**src/hdl/rgbpk_pkg.sv**
```systemverilog
// Shared constants and types for the RGB888 to RGB555 packetiser.
`timescale 1ns / 1ps
package rgbpk_pkg;

  // Pixels per memory-write packet (1 to 128).
  localparam int PIXELS = 128;

  // Depth of the pending-pixel queue.
  localparam int QUEUE_DEPTH = 4;
  localparam int QPTR_W      = $clog2(QUEUE_DEPTH);
  localparam int QCNT_W      = $clog2(QUEUE_DEPTH + 1);

  // Record headers.
  localparam logic [7:0] HDR_DATA    = 8'h18;
  localparam logic [7:0] HDR_ADDRESS = 8'h16;
  localparam logic [7:0] HDR_LENGTH  = 8'h17;
  localparam logic [7:0] REC_SIZE    = 8'h02;
  localparam logic [7:0] DATA_COUNT  = 8'(2 * PIXELS - 1);
  localparam logic [7:0] LEN_COUNT   = 8'(PIXELS - 1);

  // Colour byte phases.
  localparam logic [1:0] PH_RED   = 2'd0;
  localparam logic [1:0] PH_GREEN = 2'd1;
  localparam logic [1:0] PH_BLUE  = 2'd2;

  // Positions within one output run.
  localparam logic [3:0] ST_DATA_HDR  = 4'd0;
  localparam logic [3:0] ST_DATA_CNT  = 4'd1;
  localparam logic [3:0] ST_PIX_HI    = 4'd2;
  localparam logic [3:0] ST_PIX_LO    = 4'd3;
  localparam logic [3:0] ST_ADDR_HDR  = 4'd4;
  localparam logic [3:0] ST_ADDR_SIZE = 4'd5;
  localparam logic [3:0] ST_ADDR_B2   = 4'd6;
  localparam logic [3:0] ST_ADDR_B1   = 4'd7;
  localparam logic [3:0] ST_ADDR_B0   = 4'd8;
  localparam logic [3:0] ST_LEN_HDR   = 4'd9;
  localparam logic [3:0] ST_LEN_SIZE  = 4'd10;
  localparam logic [3:0] ST_LEN_B2    = 4'd11;
  localparam logic [3:0] ST_LEN_B1    = 4'd12;
  localparam logic [3:0] ST_LEN_B0    = 4'd13;

  // One queued pixel and what surrounds it.
  typedef struct packed {
    logic [7:0]  pix_hi;
    logic [7:0]  pix_lo;
    logic        opens;
    logic        closes;
    logic [23:0] address;
  } pix_entry_t;

endpackage

```
**src/hdl/rgb888_to_rgb555_packetizer_unit.sv**
```systemverilog
// Top level: RGB888 byte stream to RGB555 memory-write packets.
`timescale 1ns / 1ps
// Latency: when the pixel queue is empty, a blue byte's first result byte is offered the cycle after it is accepted.
// Throughput: one input byte per cycle; output one byte per cycle while out_stall is low,
//   2 to 12 per pixel, drained from a 4-entry pixel queue; input stalls only while it is full.
// Reset (rst, synchronous, active high) clears phase, pixel index, colour bits, address,
//   queue pointers and the run counter; queue payload is not cleared.
module rgb888_to_rgb555_packetizer_unit (
  input  logic       clk,
  input  logic       rst,
  input  logic       in_valid,
  output logic       in_stall,
  input  logic [7:0] in_byte,
  output logic       out_valid,
  input  logic       out_stall,
  output logic [7:0] out_byte,
  output logic       last_of_run
);
  import rgbpk_pkg::*;

  // Input side state.
  logic [1:0]  byte_phase;
  logic [6:0]  pixel_index;
  logic [4:0]  red_bits;
  logic [4:0]  green_bits;
  logic [23:0] word_address;

  // Pixel queue.
  pix_entry_t        queue [QUEUE_DEPTH];
  logic [QPTR_W-1:0] wr_ptr;
  logic [QPTR_W-1:0] rd_ptr;
  logic [QCNT_W-1:0] count;

  // Output run counter: bytes already sent from the head entry.
  logic [3:0] run_cnt;

  logic       in_accept;
  logic       out_accept;
  logic       push;
  logic       pop;
  logic [4:0] top;
  logic       block_end;
  logic [15:0] word;
  pix_entry_t entry_new;
  pix_entry_t head;
  logic [3:0] cur_step;
  logic [3:0] end_step;

  // Request handshakes.
  assign in_stall   = (count == QCNT_W'(QUEUE_DEPTH));
  assign in_accept  = in_valid && !in_stall;
  assign out_valid  = (count != '0);
  assign out_accept = out_valid && !out_stall;

  // Take the top five bits of each colour byte.
  assign top       = in_byte[7:3];
  assign block_end = (pixel_index == 7'(PIXELS - 1));
  // Pack red, green and blue into bits 15:11, 10:6 and 5:1; bit 0 stays clear.
  assign word      = {red_bits, green_bits, top, 1'b0};

  always_comb begin
    entry_new.pix_hi  = word[15:8];
    entry_new.pix_lo  = word[7:0];
    entry_new.opens   = (pixel_index == '0);
    entry_new.closes  = block_end;
    entry_new.address = word_address;
  end

  // A blue byte completes a pixel and queues it.
  assign push = in_accept && (byte_phase == PH_BLUE);

  // Advance the colour phase; an unused phase code is treated as red.
  always_ff @(posedge clk) begin
    if (rst) begin
      byte_phase   <= PH_RED;
      pixel_index  <= '0;
      red_bits     <= '0;
      green_bits   <= '0;
      word_address <= '0;
    end else if (in_accept) begin
      if (byte_phase == PH_GREEN) begin
        green_bits <= top;
        byte_phase <= PH_BLUE;
      end else if (byte_phase == PH_BLUE) begin
        byte_phase <= PH_RED;
        if (block_end) begin
          pixel_index  <= '0;
          word_address <= word_address + 24'(PIXELS);
        end else begin
          pixel_index <= pixel_index + 7'd1;
        end
      end else begin
        red_bits   <= top;
        byte_phase <= PH_GREEN;
      end
    end
  end

  // Queue storage: written at the tail, read at the head.
  always_ff @(posedge clk) begin
    if (push) begin
      queue[wr_ptr] <= entry_new;
    end
  end

  assign head = queue[rd_ptr];

  // Runs skip the data record unless they open a block, and stop after the
  // pixel unless they close one.
  assign cur_step = run_cnt + (head.opens ? ST_DATA_HDR : ST_PIX_HI);
  assign end_step = head.closes ? ST_LEN_B0 : ST_PIX_LO;
  assign pop      = out_accept && (cur_step == end_step);

  always_ff @(posedge clk) begin
    if (rst) begin
      wr_ptr  <= '0;
      rd_ptr  <= '0;
      count   <= '0;
      run_cnt <= '0;
    end else begin
      if (push) begin
        wr_ptr <= wr_ptr + QPTR_W'(1);
      end
      if (pop) begin
        rd_ptr  <= rd_ptr + QPTR_W'(1);
        run_cnt <= '0;
      end else if (out_accept) begin
        run_cnt <= run_cnt + 4'd1;
      end
      if (push && !pop) begin
        count <= count + QCNT_W'(1);
      end else if (pop && !push) begin
        count <= count - QCNT_W'(1);
      end
    end
  end

  // Select the byte for the current position in the run.
  always_comb begin
    unique case (cur_step)
      ST_DATA_HDR:  out_byte = HDR_DATA;
      ST_DATA_CNT:  out_byte = DATA_COUNT;
      ST_PIX_HI:    out_byte = head.pix_hi;
      ST_PIX_LO:    out_byte = head.pix_lo;
      ST_ADDR_HDR:  out_byte = HDR_ADDRESS;
      ST_ADDR_SIZE: out_byte = REC_SIZE;
      ST_ADDR_B2:   out_byte = head.address[23:16];
      ST_ADDR_B1:   out_byte = head.address[15:8];
      ST_ADDR_B0:   out_byte = head.address[7:0];
      ST_LEN_HDR:   out_byte = HDR_LENGTH;
      ST_LEN_SIZE:  out_byte = REC_SIZE;
      ST_LEN_B2:    out_byte = 8'h00;
      ST_LEN_B1:    out_byte = 8'h00;
      ST_LEN_B0:    out_byte = LEN_COUNT;
      default:      out_byte = 8'h00;
    endcase
  end

  assign last_of_run = (cur_step == end_step);

  // Checks.
  a_count_bound: assert property (@(posedge clk) disable iff (rst)
    count <= QCNT_W'(QUEUE_DEPTH))
    else $error("pixel queue count beyond depth");

  a_no_push_full: assert property (@(posedge clk) disable iff (rst)
    !(push && count == QCNT_W'(QUEUE_DEPTH)))
    else $error("pixel queued while queue full");

  a_step_bound: assert property (@(posedge clk) disable iff (rst)
    out_valid |-> (cur_step <= end_step))
    else $error("run position past end of run");

  a_run_restart: assert property (@(posedge clk) disable iff (rst)
    pop |=> (run_cnt == '0))
    else $error("run counter not restarted after pop");

endmodule

```
**config.mk**
```make
export PLATFORM = sky130hd
export DESIGN_NAME = rgb888_to_rgb555_packetizer_unit
export DESIGN_NICKNAME = d
export VERILOG_FILES = /design/src/hdl/rgbpk_pkg.sv /design/src/hdl/rgb888_to_rgb555_packetizer_unit.sv
export SDC_FILE = /design/constraint.sdc
export NUM_CORES = 1
export LEC_CHECK = 0
export BUFFER_PORTS_ARGS = -buffer_cell sky130_fd_sc_hd__buf_2
export CAP_MARGIN = 20
export CORE_AREA = 2 2 135 137
export DETAILED_ROUTE_END_ITERATION = 6
export DIE_AREA = 0 0 137 139
export GPL_TIMING_DRIVEN = 0
export PLACE_DENSITY_LB_ADDON = 0.1
export SYNTH_ARGS = -nofsm -noshare
export SYNTH_HDL_FRONTEND = slang
export SYNTH_SLANG_ARGS = --single-unit
```
**constraint.sdc**
```tcl
create_clock -name clk -period 5.76 [get_ports clk]
set_clock_uncertainty 0.2 [all_clocks]
set_input_delay 1.152 -clock clk [delete_from_list [all_inputs] [get_ports clk]]
set_output_delay 1.152 -clock clk [all_outputs]
set_load 0.005 [all_outputs]
```
==> results of run 1 <==
[flip-flops by register name, indices dropped and copies added, names as in the netlist, named ones only]
signal	cells
rd_ptr	2
red_bits	5
green_bits	5
count	3
run_cnt	4
pixel_index	7
byte_phase	2
word_address	17
queue	136
wr_ptr	2
[final cells by class]
class                   instances  area [µm²]
well taps                     229       286.5
flip-flops and latches        185        5065
inverters                      17       63.81
fillers                      1500        8767
plain buffers                  27       113.9
repair buffers                 23       175.2
multi-input cells             296        2541
clock inverters                12       197.7
clock buffers                  20       446.7
[per-layer routing]
metal / vias up / global-route usage, % / part of all wire [%]
li1: 2127 / - / -
met1: 2326 / 26.71 / 45
met2: 152 / 29.88 / 49
met3: 18 / 3.947 / 5.1
met4: 0 / 6.782 / 1.6
met5: - / 0 / 0
[final timing paths]
| kind | slack, ps | cells after the start | end |
|---|---|---|---|
| hold reg to reg | 290 | 2 | byte_phase[1] |
| hold / removal | 290 | 2 | byte_phase[1] |
| setup / recovery | 230 | 11 | out_byte[6] |
| setup reg to reg | 860 | 17 | count[2] |
[logic make-up (layout without fill, tap and decap cells)]
family / Yosys count / in the layout / share of synthesized area, %
DFF: 185 / 185 / 65.11
and+or+nand+nor: 143 / 143 / 10.31
AOI/OAI and AO/OA: 69 / 69 / 5.533
muxes: 57 / 57 / 12.95
buffers and inverters: 44 / 99 / 2.284
adders and majority gates: 14 / 14 / 2.348
xor gates and xnor gates: 13 / 13 / 1.464
[synthesized netlist by cell type, types with 2 or more instances]
library cell                 n  area, µm²
sky130_fd_sc_hd__edfxtp_1  136       4084
sky130_fd_sc_hd__dfxtp_1    49      980.9
sky130_fd_sc_hd__mux4_2     34      765.7
sky130_fd_sc_hd__a21oi_1    27      135.1
sky130_fd_sc_hd__nor2_1     27      101.4
sky130_fd_sc_hd__clkbuf_1   20      75.07
sky130_fd_sc_hd__nand2_1    20      75.07
sky130_fd_sc_hd__nand3_1    18      90.09
sky130_fd_sc_hd__o21ai_0    17      85.08
sky130_fd_sc_hd__inv_1      15      56.30
sky130_fd_sc_hd__mux2i_1    14      140.1
sky130_fd_sc_hd__ha_1       13      162.7
sky130_fd_sc_hd__and3_1     10      62.56
sky130_fd_sc_hd__nor3_1     10      50.05
sky130_fd_sc_hd__o31ai_1    10      75.07
sky130_fd_sc_hd__or4_1       9      67.56
sky130_fd_sc_hd__xnor2_1     9      78.83
sky130_fd_sc_hd__nor2b_1     8      50.05
sky130_fd_sc_hd__mux2_2      7      78.83
sky130_fd_sc_hd__nor4_1      6      37.54
sky130_fd_sc_hd__and2_1      5      31.28
sky130_fd_sc_hd__nand4_1     5      31.28
sky130_fd_sc_hd__and4_1      4      35.03
sky130_fd_sc_hd__buf_2       4      20.02
sky130_fd_sc_hd__nand4b_1    4      35.03
sky130_fd_sc_hd__or3_1       4      25.02
sky130_fd_sc_hd__xor2_1      4      35.03
sky130_fd_sc_hd__nand2b_1    3      18.77
sky130_fd_sc_hd__a211o_1     2      17.52
sky130_fd_sc_hd__a22o_1      2      17.52
sky130_fd_sc_hd__buf_1       2      7.510
sky130_fd_sc_hd__clkinv_1    2      7.510
sky130_fd_sc_hd__mux2_1      2      22.52
sky130_fd_sc_hd__nand3b_1    2      15.01
sky130_fd_sc_hd__nor4b_1     2      17.52
sky130_fd_sc_hd__o211ai_1    2      15.01
sky130_fd_sc_hd__o22ai_1     2      12.51
sky130_fd_sc_hd__or4b_2      2      20.02
[critical path, cell delays in order (launching register included)]
cell	delay [ps]
sky130_fd_sc_hd__dfxtp_1	300
sky130_fd_sc_hd__clkbuf_1	400
sky130_fd_sc_hd__clkbuf_1	630
sky130_fd_sc_hd__mux4_2	350
sky130_fd_sc_hd__inv_1	50
sky130_fd_sc_hd__ha_1	410
sky130_fd_sc_hd__clkbuf_1	350
sky130_fd_sc_hd__clkbuf_1	420
sky130_fd_sc_hd__a21oi_1	110
sky130_fd_sc_hd__o21ai_0	220
sky130_fd_sc_hd__a21boi_0	330
sky130_fd_sc_hd__buf_2	180
[power by group]
part           switching [mW]  total (mW)  internal (mW)
Clock                   0.476        1.26          0.780
Combinational          0.0527      0.0820         0.0293
Sequential            0.00821        1.44           1.43
[per-stage QoR]
step | std cells | instance area [µm²]
after floorplan | 525 | 7779
after global placement | 773 | 8160
after detailed placement | 777 | 8245
after CTS | 809 | 8890
after global routing | 809 | 8890
final | 809 | 8890
==> results, run 1 <==
- The number of setup buffers added after CTS is 0.
- Entering global routing, the biggest net connects 26 pins.
- Max-cap violations in this run came to 0.
- Summing every instance area after synthesis gives 7779 µm².
- Dividing the detail-routed via count by the number of cells gives 5.714.
- At the worst endpoint, the required time is 4410 ps.
- The async set or reset register ratio after synthesis is 0%.
- The global router's overall resource usage is 19.17%.
- The overflow left after global routing is 0.
- The iteration-0 DRC count of the detailed router is 409.
- Counting every sink on the clock net gives 185.
- The final-report setup violation count is 0.
- Final hold analysis gives a worst-case slack of 289.3 ps.
- The initial utilization of the core area, before any placement, comes to 44.05%.
- Setup total negative slack on the finished layout was measured at 0 ps.
- The number of clock buffers added by TritonCTS is 17.
- The power consumption is 2.778 mW.
- The share of post-route cells with drive strength above 1 is 18.79%.
- The number of antenna diodes in the final layout is 0.
- The congestion estimate from routability-driven global placement came to 0.9165.
- The launching element type of the critical path is a register.
- In this run, distinct cell masters in the synthesized netlist total 51.
- The die width is 137 µm.
- For this run, the leading register cell type out of synthesis is sky130_fd_sc_hd__edfxtp_1.
- The total via count after detailed routing is 4623.
- Prior to clock tree synthesis, the placed netlist has a worst setup slack of 725.5 ps.
- The number of nets with antenna violations after routing is 0.
- The area overhead of the layout relative to synthesis is 14.28%.
- In this run the worst path has a maximum fanout of 10.
- The class of the tightest hold or removal check is reg2reg.
- During placement, the flow inserted port buffers numbering 19.
- TritonCTS built the clock tree.
- The floorplan has 49 rows.
- The post-CTS resize count is 0.
- The Yosys step of the flow raised 0 warnings.
- Dividing the final minimum period by the clock period gives 96.04%.
- The analysis attributes to cell leakage a power of 2.905 nW.
- The count of TritonRoute iterations in the first routing pass is 5.
- The H-tree was split into 4 levels.
- The overall die area is 19040 µm².
- For this run, design rule violations remaining after detail routing come to 0.
- The average instance in the mapped netlist occupies 14.82 µm².
- The die is 139 µm tall.
- After clock tree synthesis, the clock-pin slew on the worst setup and hold paths is 60 ps.
- The signal arrival time at the worst endpoint is 4180 ps.
- The first-pass GRT wire length is 26510 µm.
- After detailed routing, the total wire length is 17200 µm.
- VDD sags by at most 0.2022 mV.
- In the layout the commonest cells are 136 x sky130_fd_sc_hd__edfxtp_1, 49 x sky130_fd_sc_hd__dfxtp_1, 34 x sky130_fd_sc_hd__mux4_2, 27 x sky130_fd_sc_hd__nor2_1, 27 x sky130_fd_sc_hd__a21oi_1.
- The flow ran to the end, and the final reports show no timing, DRC or antenna violations.
- The number of primary I/O pins is 23.
- Buffers inserted to repair hold after CTS numbered 0.
- Leaving out fill and tap cells, the most frequent cell in the layout is sky130_fd_sc_hd__edfxtp_1.
- The measured slew at the worst slew-check pin is 1036 ps.
- The worst setup path is of the reg2out kind.
- Detailed placement ended at an HPWL of 11840 µm.
- The final net count is 593.
- The clock network latency to the later pin of the worst-skew pair is 430 ps.
- The post-synthesis cell count is 525.
- The average wire per cell in the routed design is 21.26 µm.
- The post-route worst setup slack is 228.1 ps.
- The worst hold path begins at byte_phase[1].
- Counting flops with a built-in enable in the synthesized netlist gives 136.
- The clock passes through at most 2 buffers.
- The synthesized netlist net count is 551.
- The power density normalized to cell area is 312.5 nW/µm².
- For this run, the top clock speed supported by timing is 0.1808 GHz.
- The clock tree root buffer cell is sky130_fd_sc_hd__clkbuf_16.
- Sequential cells were found to cover 65.11% of the synthesized design area.
- The worst slew margin relative to its limit is 30.43%.
- Setup repair after global routing left no endpoint under its margin.
- The number of antenna violations at the first check in global routing is 0.
- The total count of hold-check failures in the final report is 0.
- The max-slew violation total from the final report came to 0.
- After synthesis the netlist holds a flip-flop and latch count of 185.
- The smallest clock period supported by the final layout is computed as 5532 ps.
- The endpoint class of the critical path is an output port.
- The number of global-route vias before repair is 4542.
- At the end of the flow the core is filled with cells to 50.35%.
- The floorplan step defined a core boundary enclosing 17660 µm².
Power figures use the tool's default switching activity.
==> run 2, diff against run 1 <==
PLACE_DENSITY = 0.6   (was unset)
PLACE_DENSITY_LB_ADDON = unset   (was 0.1)
==> run 2 against run 1 <==
  * Worst hold slack lost 12 ps
  * Clock power decreased by 13%
  * Via count is 0.26% higher
  * Critical path depth grew 1
  * Sequential cell count unchanged
  * Total power fell by 5.8%
  * Non-clock buffer count did not move
  * Sequential power about the same
  * Global-route usage shrank 0.13 points
  * Die area unchanged
  * Largest power group unchanged
==> results, run 2 (synthesized netlist as in run 1, its figures left out) <==
- The flow ran to the end, and the final reports show no timing, DRC or antenna violations.
- The number of placed instances, taps included is 777 (unchanged).
- In this design, the largest share of critical-path delay is due to buffers and inverters.
- The endpoint class of the critical path is an output port.
- The most used routing layer is met2.
- The fraction of power consumed by combinational cells is 3.1% (about the same).
- The flip-flop count of the largest register after layout was 136 (unchanged).
- The internal power consumption is 2.058 mW (-8.2%).
- The count of TritonRoute iterations in the first routing pass is 5 (unchanged).
- The final critical-path share of the clock period is 91.15% (-4.9 points).
- The global router's overall resource usage was 19.04% (-0.13 points).
- The worst slew margin relative to its limit is 32.95% (+2.5 points).
- The number of diodes added for antenna fixing was 0 (unchanged).
- The post-CTS clock slew at the launch and capture registers of the worst setup and hold paths is 70 ps (about the same).
- The die width is 137 µm (unchanged).
- The number of primary I/O pins is 23 (unchanged).
- The final net count is 593 (unchanged).
- The register containing the most flip-flops in the final layout is queue.
- The total half-perimeter wirelength after legalization and detailed placement is 11580 µm (-2.2%).
- The net load switching power is 0.5579 mW (+3.9%).
- CTS placed an instance of sky130_fd_sc_hd__clkbuf_16 at the clock tree root.
- The maximum operating frequency is 0.1905 GHz (+5.4%).
- The minimum clock period is 5250 ps (-281.7 ps).
- The count of buffering cells on the critical path with inverters included came to 6 (unchanged).
- The clock network latency to the later pin of the worst-skew pair is 430 ps (about the same).
- The clock sink total is 185 (unchanged).
- The required time of the critical path is 4410 ps (about the same).
- The peak supply drop is 0.2295 mV (+14%).
- The area overhead of the layout relative to synthesis is 13.50%.
- In the layout the commonest cells are 136 x sky130_fd_sc_hd__edfxtp_1, 49 x sky130_fd_sc_hd__dfxtp_1, 34 x sky130_fd_sc_hd__mux4_2, 27 x sky130_fd_sc_hd__nor2_1, 27 x sky130_fd_sc_hd__a21oi_1.
- The sum of negative setup slack is 0 ps (unchanged).
- The overall die area was 19040 µm² (unchanged).
- The maximum net fanout on the critical path came to 10 (unchanged).
- The max-slew violation total from the final report came to 0 (unchanged).
- The CTS tree is built.
- The total via count after detailed routing is 4635 (+0.26%).
- The number of H-tree branching levels is 4 (unchanged).
- The number of antenna violations at the first check in global routing is 0 (unchanged).
- The leakage dissipation is 2.873 nW (-1.1%).
- The startpoint of the tightest hold check path is byte_phase[1].
- The total count of hold-check failures in the final report is 0 (unchanged).
- The largest net degree at the start of global routing is 19 (-27%).
- The first-pass GRT wire length came to 26450 µm (-0.21%).
- The register share of total power is 55.0% (+3.2 points).
- The commonest non-fill, non-tap cell in the layout is sky130_fd_sc_hd__edfxtp_1.
- The biggest cell delay along the critical path is 430 ps (-200 ps).
- The number of maximum-capacitance violations is 0 (unchanged).
- The number of buffers created by CTS is 17 (unchanged).
- The total detailed-routing wirelength was 17040 µm (-0.93%).
- The non-filler instance count after layout is 809 (unchanged).
- The number of nets with antenna violations after routing is 0 (unchanged).
- The iteration-0 DRC count of the detailed router is 502 (+23%).
- Setup repair after global routing left no endpoint under its margin.
- The number of vias per cell after detailed routing is 5.729 (+0.26%).
- The die boundary height is 139 µm (unchanged).
- The met3 capacity usage during global routing came to 3.472% (-0.48 points).
- The total of hold buffers inserted after clock tree synthesis came to 0 (unchanged).
- The average wire per cell in the routed design is 21.06 µm (-0.93%).
- The final design instance area without fill was 8828 µm² (-0.69%).
- The initial standard-cell utilization of the core was 44.05% (unchanged).
- The cell area reported after detailed placement came to 8275 µm² (+0.36%).
- The met1 usage is 26.78% (+0.069 points).
- The fraction of power spent switching nets came to 21.33% (+2.0 points).
- The overflow left after global routing is 0 (unchanged).
- The launching element type of the critical path is a register.
- The power density normalized to cell area came to 296.3 nW/µm² (-5.2%).
- The met2 track demand over resource is 29.85% (about the same).
- The measured slew at the worst slew-check pin was 998.1 ps (-37.37 ps).
- The final-report setup violation count came to 0 (unchanged).
- The largest buffer count on any clock path is 2 (unchanged).
- The share of post-route cells with drive strength above 1 is 18.97% (+0.17 points).
- The slowest stage of the critical path belongs to the cell sky130_fd_sc_hd__clkbuf_2.
- The power consumption is 2.616 mW (-5.8%).
- The number of filler instances in the final layout is 1521 (+1.4%).
- Traced cell by cell, the critical path runs through clkbuf_1 > clkbuf_2 > mux4_2 > inv_1 > ha_1 > ha_1 > clkbuf_1 > clkinv_1 > o21ai_0 > a21oi_1 > or3_1 > buf_2.
- The standard-cell row count was 49 (unchanged).
- In the final layout, the registers with the most flip-flops are queue (136), word_address (17), pixel_index (7).
- The worst slack at placement is 602.5 ps (-123.0 ps).
- The clock network power share is 41.9% (-3.3 points).
- The post-route worst setup slack is 509.8 ps (+281.7 ps).
- The core outline area was 17660 µm² (unchanged).
- The number of global-route vias before repair is 4560 (+0.40%).
- The signal arrival time at the worst endpoint came to 3900 ps (-280 ps).
- In this run the worst hold path is classified as reg2reg.
- The routability-driven placement congestion ratio is 0.8539 (-6.8%).
- The port buffer count is 19 (unchanged).
- The detailed-route DRC error count is 0 (unchanged).
- The type of the worst setup path is reg2out.
[run 2: cell count changes in the layout (fill, tap and decap cells not counted)]
cell,previous run,this run
sky130_fd_sc_hd__clkinv_1,2,3
sky130_fd_sc_hd__clkinvlp_4,2,4
sky130_fd_sc_hd__bufinv_16,5,1
sky130_fd_sc_hd__clkbuf_8,1,0
sky130_fd_sc_hd__buf_12,4,0
sky130_fd_sc_hd__clkbuf_2,0,1
sky130_fd_sc_hd__inv_6,0,5
sky130_fd_sc_hd__clkbuf_1,22,20
sky130_fd_sc_hd__buf_16,0,4
sky130_fd_sc_hd__clkinv_4,2,0
[run 2: metal layers]
layer	wire length (µm)	up-vias
met3	684	18
li1	-	2123
met5	0	-
met4	231	0
met2	8312	143
met1	7809	2351
[run 2: through the flow]
step | util (%) | hold WS (ps)
finish | 50.00 | 276.9
global route | 50.00 | 311.1
CTS | 49.99 | 279.4
detailed placement | 46.87 | 270.0
global placement | 46.22 | 265.5
floorplan | - | 253.0
[run 2: repair_timing]
action	CTS	global route
setup buffers	0	0
endpoints found under the setup margin	0	2
resized for setup	0	2
[run 2: worst reg2reg max path, cell delays in order (launching register included)]
cell and delay, ps:
sky130_fd_sc_hd__dfxtp_1 300, sky130_fd_sc_hd__clkbuf_1 360, sky130_fd_sc_hd__clkbuf_2 430, sky130_fd_sc_hd__mux4_2 370
sky130_fd_sc_hd__inv_1 120, sky130_fd_sc_hd__ha_1 160, sky130_fd_sc_hd__ha_1 220, sky130_fd_sc_hd__clkbuf_1 200
sky130_fd_sc_hd__nand2b_1 280, sky130_fd_sc_hd__or3_4 430, sky130_fd_sc_hd__a2111oi_4 500, sky130_fd_sc_hd__inv_1 150
sky130_fd_sc_hd__ha_1 240, sky130_fd_sc_hd__inv_1 70, sky130_fd_sc_hd__fa_1 170, sky130_fd_sc_hd__xor2_1 70
sky130_fd_sc_hd__or3_1 310, sky130_fd_sc_hd__a21oi_1 150
[run 2: final timing paths]
kind | to | slack (ps) | depth (start not counted)
min | byte_phase[1] | 280 | 2
max | out_byte[4] | 510 | 12
min reg2reg | byte_phase[1] | 280 | 2
max reg2reg | count[2] | 970 | 17
[run 2: cell type report]
type	count	area [µm²]	share of cell area, %
buffer	27	115.1	1.304
clock buffer	18	429.2	4.861
clock inverter	14	122.6	1.389
inverter	17	63.81	0.7228
multi-input combinational	296	2541	28.78
sequential	185	5065	57.37
tap	229	286.5	3.245
timing repair buffer	23	205.2	2.324
[run 2: power groups by stage]
| stage | clock network, mW | registers (mW) | logic [mW] |
|---|---|---|---|
| 3_3_place_gp | 0 | 1.47 | 0.0777 |
| 2_1_floorplan | 0 | 1.47 | 0.0472 |
| 5_1_grt | 1.17 | 1.44 | 0.0881 |
| 6_report | 1.10 | 1.44 | 0.0809 |
| 4_1_cts | 1.12 | 1.44 | 0.0814 |
| 3_5_place_dp | 0 | 1.47 | 0.0811 |
